--- config.mk ---
export PLATFORM = sky130hd
export DESIGN_NAME = biq_core
export DESIGN_NICKNAME = d
export VERILOG_FILES = /design/src/hdl/biq_pkg.sv /design/src/hdl/biq_core.sv
export SDC_FILE = /design/constraint.sdc
export NUM_CORES = 2
export LEC_CHECK = 0
export BUFFER_PORTS_ARGS = -buffer_cell sky130_fd_sc_hd__buf_2
export CAP_MARGIN = 25
export CORE_MARGIN = 5
export CORE_UTILIZATION = 35
export DETAILED_ROUTE_END_ITERATION = 16
export GPL_TIMING_DRIVEN = 0
export PLACE_DENSITY_LB_ADDON = 0.12
export SKIP_CTS_REPAIR_TIMING = 1
export SLEW_MARGIN = 40
export SYNTH_ARGS = -nofsm -noshare
export SYNTH_HDL_FRONTEND = slang
export SYNTH_SLANG_ARGS = --single-unit
--- constraint.sdc ---
create_clock -name clk -period 28.6 [get_ports clk]
set_clock_uncertainty 0.05 [all_clocks]
set_input_delay 5.72 -clock clk [delete_from_list [all_inputs] [get_ports clk]]
set_output_delay 5.72 -clock clk [all_outputs]
set_load 0.01 [all_outputs]
--- src/hdl/biq_pkg.sv ---
// ----------------------------------------------------------------------------
// biq_pkg
// Shared widths, register map and coefficient bundle of the Q15 biquad.
// ----------------------------------------------------------------------------
`default_nettype none

package biq_pkg;

    localparam int SAMPLE_W   = 16;
    localparam int FRAC_BITS  = SAMPLE_W - 1;
    localparam int PROD_W     = 2 * SAMPLE_W;
    localparam int ACC_W      = 40;
    localparam int APB_DATA_W = 32;
    localparam int APB_ADDR_W = 5;
    localparam int REG_IDX_W  = 3;

    typedef logic signed [SAMPLE_W-1:0] sample_t;
    typedef logic signed [PROD_W-1:0]   prod_t;
    typedef logic signed [ACC_W-1:0]    acc_t;
    typedef logic [REG_IDX_W-1:0]       reg_idx_t;

    localparam reg_idx_t REG_B0      = 3'd0;
    localparam reg_idx_t REG_B1_HALF = 3'd1;
    localparam reg_idx_t REG_B2      = 3'd2;
    localparam reg_idx_t REG_A1_HALF = 3'd3;
    localparam reg_idx_t REG_A2      = 3'd4;

    typedef struct packed {
        sample_t b0;
        sample_t b1_half;
        sample_t b2;
        sample_t a1_half;
        sample_t a2;
    } coefs_t;

endpackage

`default_nettype wire

--- src/hdl/biq_core.sv ---
// ----------------------------------------------------------------------------
// biq_core
// Direct form I multiply-accumulate, floor shift, saturation and history.
// ----------------------------------------------------------------------------
`default_nettype none

module biq_core
    import biq_pkg::*;
(
    input  wire logic    clk,
    input  wire logic    rst_n,
    input  wire logic    advance,
    input  wire sample_t x,
    input  wire coefs_t  coefs,
    output sample_t      y
);

    localparam acc_t ACC_SAT_MAX = acc_t'({1'b0, {(SAMPLE_W-1){1'b1}}});
    localparam acc_t ACC_SAT_MIN = -ACC_SAT_MAX - acc_t'(1);

    sample_t x1_reg;
    sample_t x2_reg;
    sample_t y1_reg;
    sample_t y2_reg;

    prod_t p_b0;
    prod_t p_b1;
    prod_t p_b2;
    prod_t p_a1;
    prod_t p_a2;
    acc_t  acc;
    acc_t  shifted;

    assign p_b0 = coefs.b0      * x;
    assign p_b1 = coefs.b1_half * x1_reg;
    assign p_b2 = coefs.b2      * x2_reg;
    assign p_a1 = coefs.a1_half * y1_reg;
    assign p_a2 = coefs.a2      * y2_reg;

    // half-scale taps count twice
    assign acc = acc_t'(p_b0) + (acc_t'(p_b1) <<< 1) + acc_t'(p_b2)
               + (acc_t'(p_a1) <<< 1) + acc_t'(p_a2);

    assign shifted = acc >>> FRAC_BITS;

    always_comb
    begin
        if (shifted > ACC_SAT_MAX)
            y = ACC_SAT_MAX[SAMPLE_W-1:0];
        else if (shifted < ACC_SAT_MIN)
            y = ACC_SAT_MIN[SAMPLE_W-1:0];
        else
            y = shifted[SAMPLE_W-1:0];
    end

    always_ff @(posedge clk or negedge rst_n)
    begin
        if (!rst_n)
        begin
            x1_reg <= '0;
            x2_reg <= '0;
            y1_reg <= '0;
            y2_reg <= '0;
        end
        else if (advance)
        begin
            x2_reg <= x1_reg;
            x1_reg <= x;
            y2_reg <= y1_reg;
            y1_reg <= y;
        end
    end

endmodule

`default_nettype wire

==> summary.md <==
| Metric | Value |
|---|---|
| Crit start category | `primary input` |
| Die H | `407 um` |
| FF-to-FF End | `y1_reg[11]$_DFFE_PN0P_` |
| Final Max Tran Viols | `0` |
| First-pass GRT wire length | `roughly 260000 um` |
| I/O Buffers | `roughly 110` |
| Critical path peak fanout | `10` |
| Slew headroom | `0.398` |
| Post-synthesis cell area | `~0.055 sq mm` |
| Post-synth EDFFs | `0` |
| Seq cells post-synth | `between 60 and 70` |
| Grt ovf | `0` |
| Core Area | `about 0.16 sq mm` |
| Synth top area cells | `fa_1 57%, inv_1 12%, ha_1 8.7%, and2_1 5.5%, nand2_1 5.2%` |
| Via count | `36800` |
| Status | `completed` |
| Setup TNS | `0 ps` |
| Sequential area share after synthesis | `0.0291` |
| Post-synth ARST share | `1.00` |
| Residual DRC count | `0` |
| Total Wirelength | `around 170000 um` |
| CP delay by family, top | `adder cells` |
| Clock Latency Late Sink | `approximately 350 ps` |
| Nets | `between 7000 and 8000` |
| Finish-stage setup viols | `0` |
| Io pins | `around 120` |
| Levels on crit path | `50` |
| Bufs on Longest Clock Path | `2` |
| Cell count after synthesis | `5795` |
| Syn_area_per_cell | `~9.5 sq um` |
| Sinks on the clock net | `64` |
| Number of synthesis warnings | `0` |
| Period utilisation layout | `0.939` |
| Largest net degree at the start of global routing | `between 40 and 50` |
| Grt peak-use layer | `met2` |
| TritonCTS clock tree | `built` |
| Clock Pin Slew Worst Setup and Hold Paths | `50 ps` |
| Worst Tran Pin Value | `903 ps` |
| Place WS | `roughly 1700 ps` |
| Post-DR vias/cell | `approximately 4.6` |
| WP buf/inv | `14` |
| Worst R2R Path Depth | `between 40 and 50` |
| Met2 usage | `0.365` |
| Setup crit end kind | `output port` |
| Syn nets | `roughly 7800` |
| Layout cells sized above 1 | `0.0375` |
| Routed Antenna Nets | `0` |
| Area growth, synth to finish | `6.44%` |
| Crit path DAT | `around 21000 ps` |
| Worst path max stage delay | `~710 ps` |
| Placer Congestion | `0.875` |
| Top post-synthesis cells by count | `1739 x inv_1, 1561 x fa_1, 762 x nand2_1` |
| Setup crit end | `y[11]` |
| Worst path required time | `between 20000 and 25000 ps` |
| Total iterations of the first detailed-routing run | `5` |
| Post-DP HPWL | `156000 um` |
| RSZ-0062 raised after global routing | `false` |
| GR met1 Demand/Resource | `0.299` |
| Root Buffer | `clkbuf_16` |
| Wirelength per Cell | `around 21 um` |
| CP most frequent cell | `fa_1` |
| Starting Density | `0.352` |
| Met3 Usage GRT | `0.0223` |
| Gr usage total | `0.215` |
| CTS HTree Levels | `3` |
| Final Hold Fails | `0` |
| Launch point of the worst path | `coefs[26]` |
| Fmax | `approximately 37 MHz` |
| Synth top area share | `0.567` |
| Die Wd | `407 um` |
| Ys flop type | `dfrtp_1` |
| Crit path time final | `26850 ps` |
| Vias in the first global route | `41900` |
| Synth unique cells | `63` |
| Cell taking the most area after synthesis | `fa_1` |
| Most numerous cell in the Yosys netlist | `inv_1` |
| Setup Crit Path Kind | `in2out` |
| Max_cap viols | `0` |
| Fillers | `around 16000` |
| Row count | `145` |
| R2r startpoint | `y1_reg[2]$_DFFE_PN0P_` |
| Die Area | `between 0.15 and 0.2 sq mm` |
| Clock buffer count from CTS | `9` |
| Slowest CP cell | `o41ai_4` |
| FF-to-FF setup slack | `between 10000 and 15000 ps` |
| Drt initial violations | `between 1500 and 2000` |
| Setup WS post-layout | `approximately 1800 ps` |
| Hold Path Class | `reg2reg` |
| Initial antenna violation count | `30` |
[worst min-delay path by stage]
stage / start / cells past startpoint / endpoint
after floorplan: x2_reg[11]$_DFFE_PN0P_ / 1 / x2_reg[11]$_DFFE_PN0P_
after global placement: x1_reg[15]$_DFFE_PN0P_ / 2 / x2_reg[15]$_DFFE_PN0P_
after detailed placement: y1_reg[9]$_DFFE_PN0P_ / 3 / y1_reg[9]$_DFFE_PN0P_
after CTS: y1_reg[9]$_DFFE_PN0P_ / 3 / y1_reg[9]$_DFFE_PN0P_
after global routing: y1_reg[9]$_DFFE_PN0P_ / 3 / y1_reg[9]$_DFFE_PN0P_
final: y1_reg[9]$_DFFE_PN0P_ / 3 / y1_reg[9]$_DFFE_PN0P_
[metrics by stage]
stage / hold WS [ps] / instance area, sq um / utilization / instances
CTS: 697 / 58600 / 0.375 / 7979
global placement: 751 / 58200 / 0.372 / 7960
floorplan: 513 / 55100 / - / 5795
global route: 742 / 58600 / 0.375 / 7979
detailed placement: 687 / 58300 / 0.373 / 7963
finish: 695 / 58600 / 0.375 / 7986
[area by class of cell]
cell class | count | area [sq um] | area share
diodes | 7 | 17.5 | 0.000299
plain buffers | 208 | 811 | 0.0138
clock buffers | 13 | 250 | 0.00427
clock inverters | 3 | 65.1 | 0.00111
inverters | 1739 | 6530 | 0.111
multi-input cells | 3784 | 46200 | 0.788
flip-flops and latches | 64 | 1600 | 0.0273
well taps | 2058 | 2570 | 0.0439
repair buffers | 110 | 584 | 0.00997
[cell families after synthesis]
family / share of synthesized area
AND/OR/NAND/NOR: 0.127
XOR/XNOR: 0.0157
multiplexers: 0.0121
flip-flops: 0.0291
adder cells (fa/ha/maj): 0.654
buffers and inverters: 0.133
AO/OA/AOI/OAI: 0.0293
[per-layer routing]
metal | share of wire | vias up | wire [um]
li1 | - | 16600 | -
met1 | 0.45 | 19400 | 76100
met2 | 0.48 | 687 | 80700
met3 | 0.045 | 144 | 7630
met4 | 0.027 | 4 | 4520
met5 | 0.00016 | - | 27
[tightest hold or removal path: cells and delay by family (launching register included)]
family / cells / cell delay, ps
AO/OA/AOI/OAI: 1 / 50
AND/OR/NAND/NOR: 1 / 130
buffers and inverters: 1 / 170
flip-flops: 1 / 350
[cell usage in the layout (no fill, tap or decap), types with 17 or more instances in the layout]
master	netlist	final
a21o_1	42	42
a21oi_1	60	60
and2_1	481	481
buf_2	1	107
clkbuf_1	206	192
clkbuf_2	0	17
dfrtp_1	64	63
fa_1	1561	1561
ha_1	382	382
inv_1	1739	1739
mux2_2	54	54
nand2_1	762	762
nand2b_1	57	57
nor2_1	68	68
o21ai_0	43	43
xnor2_1	75	72
xor2_1	20	19
Power is not shown: default switching activity piles up to over one toggle a cycle in this logic, so the estimate is an artifact.
