==> src/hdl/biq_pkg.sv <==
// ----------------------------------------------------------------------------
// biq_pkg
// Shared widths, register map and coefficient bundle of the Q15 biquad.
// ----------------------------------------------------------------------------
`default_nettype none

package biq_pkg;

    localparam int SAMPLE_W   = 16;
    localparam int FRAC_BITS  = SAMPLE_W - 1;
    localparam int PROD_W     = 2 * SAMPLE_W;
    localparam int ACC_W      = 40;
    localparam int APB_DATA_W = 32;
    localparam int APB_ADDR_W = 5;
    localparam int REG_IDX_W  = 3;

    typedef logic signed [SAMPLE_W-1:0] sample_t;
    typedef logic signed [PROD_W-1:0]   prod_t;
    typedef logic signed [ACC_W-1:0]    acc_t;
    typedef logic [REG_IDX_W-1:0]       reg_idx_t;

    localparam reg_idx_t REG_B0      = 3'd0;
    localparam reg_idx_t REG_B1_HALF = 3'd1;
    localparam reg_idx_t REG_B2      = 3'd2;
    localparam reg_idx_t REG_A1_HALF = 3'd3;
    localparam reg_idx_t REG_A2      = 3'd4;

    typedef struct packed {
        sample_t b0;
        sample_t b1_half;
        sample_t b2;
        sample_t a1_half;
        sample_t a2;
    } coefs_t;

endpackage

`default_nettype wire

==> src/hdl/biq_apb_regs.sv <==
// ----------------------------------------------------------------------------
// biq_apb_regs
// APB coefficient register file, five signed Q15 coefficients.
// ----------------------------------------------------------------------------
`default_nettype none

module biq_apb_regs
    import biq_pkg::*;
(
    input  wire logic                  clk,
    input  wire logic                  rst_n,
    input  wire logic                  psel,
    input  wire logic                  penable,
    input  wire logic                  pwrite,
    input  wire logic [APB_ADDR_W-1:0] paddr,
    input  wire logic [APB_DATA_W-1:0] pwdata,
    output logic      [APB_DATA_W-1:0] prdata,
    output logic                       pready,
    output coefs_t                     coefs
);

    coefs_t   coefs_reg;
    reg_idx_t idx;
    sample_t  wr_val;
    sample_t  rd_val;

    assign idx    = paddr[APB_ADDR_W-1:2];
    assign wr_val = sample_t'(pwdata[SAMPLE_W-1:0]);
    assign pready = 1'b1;
    assign coefs  = coefs_reg;

    always_ff @(posedge clk or negedge rst_n)
    begin
        if (!rst_n)
        begin
            coefs_reg <= '0;
        end
        else if (psel && penable && pwrite)
        begin
            case (idx)
                REG_B0:      coefs_reg.b0      <= wr_val;
                REG_B1_HALF: coefs_reg.b1_half <= wr_val;
                REG_B2:      coefs_reg.b2      <= wr_val;
                REG_A1_HALF: coefs_reg.a1_half <= wr_val;
                REG_A2:      coefs_reg.a2      <= wr_val;
                default:     ;
            endcase
        end
    end

    always_comb
    begin
        case (idx)
            REG_B0:      rd_val = coefs_reg.b0;
            REG_B1_HALF: rd_val = coefs_reg.b1_half;
            REG_B2:      rd_val = coefs_reg.b2;
            REG_A1_HALF: rd_val = coefs_reg.a1_half;
            REG_A2:      rd_val = coefs_reg.a2;
            default:     rd_val = '0;
        endcase
    end

    assign prdata = APB_DATA_W'(rd_val);

endmodule

`default_nettype wire

==> config.mk <==
export PLATFORM = sky130hd
export DESIGN_NAME = biq_apb_regs
export DESIGN_NICKNAME = d
export VERILOG_FILES = /design/src/hdl/biq_pkg.sv /design/src/hdl/biq_apb_regs.sv
export SDC_FILE = /design/constraint.sdc
export NUM_CORES = 1
export LEC_CHECK = 0
export ABC_AREA = 1
export BUFFER_PORTS_ARGS = -buffer_cell sky130_fd_sc_hd__buf_4
export CAP_MARGIN = 40
export CELL_PAD_IN_SITES_DETAIL_PLACEMENT = 1
export CELL_PAD_IN_SITES_GLOBAL_PLACEMENT = 2
export CORE_AREA = 4 4 122 124
export DETAILED_ROUTE_END_ITERATION = 8
export DIE_AREA = 0 0 126 128
export PLACE_DENSITY_LB_ADDON = 0.2
export SYNTH_ARGS = -nofsm -noshare
export SYNTH_HDL_FRONTEND = slang
export SYNTH_SLANG_ARGS = --single-unit
==> constraint.sdc <==
create_clock -name clk -period 4.11 [get_ports clk]
set_clock_uncertainty 0.1 [all_clocks]
set_input_delay 0.411 -clock clk [delete_from_list [all_inputs] [get_ports clk]]
set_output_delay 0.411 -clock clk [all_outputs]
set_load 0.02 [all_outputs]
==> impl_metrics.ini, run 1 <==
[run_status]
status = completed

[job]
cap_violations = 0

[final_layout]
drive_above_1_share = 0.279
nets = 635
n_antenna_cell = 0
stdcell_count = 778
fillers = 1691
largest_register_ffs = 80
areaGrowthSynthToFinish_pct = 32.2
stdcell_area_um2 = 5190

[detailed_routing]
vias = 3692
via_per_inst = 4.75
firstDrtPassIters = 4
wire_per_inst_um = 17.9
wirelength_mm = 13.9
drc = 0
drtAntennaViolNets = 0
drt_iter0_markers = 157

[hold_path]
hold_path.class = in2reg

[clocking]
cts_resized = 0
path_clk_slew_ps = 60
clock-sinks = 80
clockBufferDepth = 2
numCtsBuffers = 9
htree_levels = 3
cts-root-buf = clkbuf_16
cts_setup_buffers = 0
cts_tree = yes
clock_latency_ps = 340

[worst_setup_path]
crit_path_start_kind = input port
path_class = in2out
cp.required_ps = 3600
critPathMaxFanout = 45
path_delay_family = simple AND/OR/NAND/NOR gates
critPathArrivalTime_ps = 2250
critical_path.max_stage_delay_ps = 420
crit_path_end_kind = output port
critPathBufInv = 3
cp_slowest_cell = inv_4
worstPathCellList = buf_4 -> inv_4 -> nand3_2 -> nor2_1 -> nor2_1 -> nand2_1 -> buf_4

[pwr]
sw_frac_of_total = 0.355
power_uw = 2690
power.density_nw_per_um2 = 518
ir_worst_vdd_uv = 180
combPwrFrac = 0.313
internal_power_uw = 1730
power_leakage_uw = 0.00276
clock_power_share = 0.289
pwr-share-seq = 0.398
p_sw_uw = 956

[yosys]
ys_seq_area_frac = 0.509
syn_area_um2 = 3930
synth.net_count = 531
ys_seq_elements = 80
synth_largest_area_cell = dfrtp_1
synth_area_per_cell_um2 = 8.04
synth.most_common_cell = nand2_1
synth_warnings = 0
syn_inst = 489
synthTopCellsByArea = dfrtp_1 (51%), nand2_1 (14%), o21ai_1 (10%), buf_4 (4.4%), nand3_1 (4.2%)
synth_edf_count = 0
synthArstFlopShare = 1.00
synth.distinct_cells = 21
synth_ff_type = dfrtp_1
synth_top_area_share = 0.509
synth_common_cells = nand2_1 (143), dfrtp_1 (80), o21ai_1 (80)

[place]
io_buffers = 135
dp.cells = 761
post_dp_cell_area_um2 = 4900
place_hpwl_mm = 9.22
gp_congestion = 0.760

[floorplan]
core_area_um2 = 13800
io_pins = 155
dieArea_um2 = 16100
start_util = 0.285
rows = 43
die_height_um = 128
die_w_um = 126

[global_routing]
grt_overflow_total = 0
grt_max_degree = 46
grt_pass1_wl_mm = 21.9
grt_pass1_vias = 3901
grt_usage = 0.177
antenna_found_initial = 0

[sta]
setup_viol = 0
period_needed_ps = 2760
max_freq_mhz = 363
rsz0062_at_grt = no
hold_ws_ps = 180
tightestPinTransition_ps = 782
drv_slew = 0
fin_crit_sh = 0.671
max_slew_margin = 0.478
final_hold_viol_count = 0
setup-tns-final_ps = 0
-- metrics by stage --
stage	util	setup slack, ps
floorplan	-	1810
global placement	0.356	1390
detailed placement	0.356	1320
CTS	0.377	1310
global route	0.377	1190
finish	0.377	1350
-- tightest hold or removal path: stages --
cell     delay, ps
buf_4           80
nand2_1         40
nand2_1         50
-- final timing paths --
| kind | cells after the start | to | slack [ps] | start |
|---|---|---|---|---|
| max | 7 | prdata[25] | 1350 | paddr[4] |
| min | 3 | coefs[25] | 180 | pwdata[9] |
| max reg2reg | 2 | coefs[3] | 3280 | coefs[3] |
| min reg2reg | 2 | coefs[32] | 420 | coefs[32] |
| max in group asynchronous | 3 | coefs[21] | 2420 | rst_n |
| min in group asynchronous | 2 | coefs[53] | 500 | rst_n |
-- area by class of cell --
cell class                      instances  area, µm²  area share
Inverter                               42        160      0.0308
Tap cell                              180        225      0.0434
Multi-Input combinational cell        321       1480       0.284
Sequential cell                        80       2000       0.385
Clock buffer                           13        270      0.0520
Clock inverter                          3       15.0     0.00289
Timing Repair Buffer                  139       1050       0.201
-- cell families after synthesis --
family / count (synthesis) / synth area share
simple gates: 234 / 0.265
buf+inv: 88 / 0.115
compound gates: 86 / 0.110
flops: 80 / 0.509
other cells: 1 / 0.000954
-- placed cells by master, fill, tap and decap left out --
cell type	Yosys	layout
nand3_2	5	5
dlygate4sd3_1	0	1
buf_4	23	138
clkbuf_16	0	9
inv_2	3	3
nor2_4	2	2
nor2_1	23	23
nand2_4	1	1
dfrtp_1	80	80
inv_1	38	38
nand2_2	1	1
conb_1	1	1
clkinv_2	0	3
nand4_1	25	25
o21ai_1	80	80
nand3_1	33	33
nor2_2	1	1
clkbuf_1	3	1
inv_4	1	1
clkbuf_8	0	3
nand2_1	143	143
o21ai_0	6	6
-- routing by layer --
metal | vias up | track usage | part of all wire
li1 | 1781 | - | -
met1 | 1792 | 0.225 | 0.45
met2 | 103 | 0.293 | 0.48
met3 | 16 | 0.0446 | 0.058
met4 | 0 | 0.0612 | 0.018
met5 | - | 0 | 0
-- power groups by stage --
stage,logic (µW),clock network (µW),registers [µW]
CTS,857,798,1070
floorplan,291,0,1240
global placement,840,0,1080
global route,915,833,1100
detailed placement,855,0,1090
finish,841,777,1070
-- repair_timing --
| action | 4_1_cts | 5_1_grt |
|---|---|---|
| hold endpoints to repair | 38 | 0 |
| setup endpoints to repair | 0 | 0 |
| hold buffers | 1 | 0 |
Power figures use the tool's default switching activity.
==> inputs of run 2 (changes only) <==
- CORE_AREA: 4 4 122 124 -> 4 4 133 135
- DIE_AREA: 0 0 126 128 -> 0 0 137 139
- clock period: 4.11 -> 2.5 ns (I/O delays scaled with it)
==> run 2 against run 1 <==
Net effect: first-iteration DRC count rose by 3.8%; sequential share of layout area fell by 1.2 points; global-route usage fell by 2.1 points; core utilization fell by 5.2 points; register-to-register slack got worse by 1600 ps; clock power rose by 74%; sequential power rose by 65%; sequential cell count did not move; via count fell by 0.14%; non-clock buffer count rose by 9; critical endpoint is now prdata[31]; largest cell class unchanged; highest routed layer unchanged.
==> impl_metrics.ini, run 2 (same netlist as run 1, synthesis figures left out) <==
[place]
place_hpwl_mm = 10.3
gp_congestion = 0.745
io_buffers = 135
post_dp_cell_area_um2 = 5050
pre_cts_ws_ps = 390
dp.cells = 810

[floorplan]
die_w_um = 137
die_height_um = 139
dieArea_um2 = 19000
start_util = 0.239
core_area_um2 = 16500
rows = 47
io_pins = 155

[detailed_routing]
drtAntennaViolNets = 0
drc = 0
vias = 3687
wire_per_inst_um = 17.7
wirelength_mm = 14.6
firstDrtPassIters = 4
drt_iter0_markers = 163
via_per_inst = 4.46

[sta]
hold_ws_ps = 25.0
fin_crit_sh = 0.826
tightestPinTransition_ps = 630
setup_viol = 0
max_freq_mhz = 484
setup-tns-final_ps = 0
drv_slew = 0
final_hold_viol_count = 0
fin_ws_ps = 435
period_needed_ps = 2060
rsz0062_at_grt = no
max_slew_margin = 0.579

[pwr]
p_sw_uw = 1580
power.density_nw_per_um2 = 843
pwr-share-seq = 0.391
clock_power_share = 0.299
combPwrFrac = 0.310
internal_power_uw = 2940
power_leakage_uw = 0.00282
ir_worst_vdd_uv = 316
sw_frac_of_total = 0.351

[global_routing]
grt_pass1_wl_mm = 22.6
antenna_found_initial = 0
grt_usage = 0.156
grt_max_degree = 63
grt_overflow_total = 0
grt_pass1_vias = 3916

[clocking]
htree_levels = 3
path_clk_slew_ps = 60
cts_resized = 0
cts-root-buf = clkbuf_16
clock_latency_ps = 330
clockBufferDepth = 2
cts_tree = yes
numCtsBuffers = 9
clock-sinks = 80

[worst_setup_path]
crit_path_end_kind = output port
path_class = in2out
critPathMaxFanout = 25
critPathArrivalTime_ps = 1710
reg2reg_slack_ps = 1690
cp.required_ps = 2150
crit_path_start_kind = input port

[run_status]
status = completed

[final_layout]
stdcell_area_um2 = 5360
areaGrowthSynthToFinish_pct = 36.4
mostFrequentLayoutCell = buf_4
largest_register_ffs = 80
stdcell_count = 827
n_antenna_cell = 0
nets = 644
layout_common_cells = buf_4 (145), nand2_1 (143), o21ai_1 (80), dfrtp_1 (80), inv_1 (38)
drive_above_1_share = 0.288

[job]
cap_violations = 0

[hold_path]
hold_path.class = in2reg
==> run 2: power by group through the flow <==
stage	clock, µW	combinational, µW	sequential, µW
after detailed placement	0	1430	1790
after CTS	1390	1430	1770
after global placement	0	1390	1780
after floorplan	0	478	2030
final	1350	1400	1770
after global routing	1450	1520	1810
==> run 2: critical path, cell delays in order <==
cell	delay [ps]
buf_4	130
inv_4	220
nand3_2	280
nor2_1	160
nor2_1	60
nand2_1	370
buf_4	240
==> run 2: layout make-up <==
type	count	area, µm²
clock buffer	13	260
clock inverter	3	40.0
fill	1993	11100
inverter	42	160
multi-input combinational	321	1480
sequential	80	2000
tap	220	275
timing repair buffer	148	1150
==> run 2: final timing paths <==
kind / from / depth (start not counted) / endpoint
worst max-delay path: paddr[4] / 7 / prdata[31]
worst min-delay path: pwdata[9] / 3 / coefs[25]
worst max register to register: coefs[46] / 2 / coefs[46]
worst min register to register: coefs[23] / 2 / coefs[23]
max in group asynchronous: rst_n / 3 / coefs[35]
min in group asynchronous: rst_n / 2 / coefs[28]
==> run 2: per-layer routing <==
| layer | part of all wire | GRT usage | vias up |
|---|---|---|---|
| met5 | 0 | 0 | - |
| met4 | 0.010 | 0.0425 | 0 |
| met3 | 0.043 | 0.0250 | 10 |
| met2 | 0.48 | 0.256 | 89 |
| met1 | 0.46 | 0.211 | 1786 |
| li1 | - | - | 1802 |
==> run 2: repair_timing <==
| item | CTS | global route |
|---|---|---|
| hold buffers | 1 | 0 |
| buffers inserted | 0 | 0 |
| endpoints found under the hold margin | 18 | 0 |
==> run 2: through the flow <==
stage / total power, µW / utilization
2_1_floorplan: 2510 / -
3_3_place_gp: 3170 / 0.305
3_5_place_dp: 3220 / 0.307
4_1_cts: 4600 / 0.325
5_1_grt: 4780 / 0.325
6_report: 4520 / 0.325
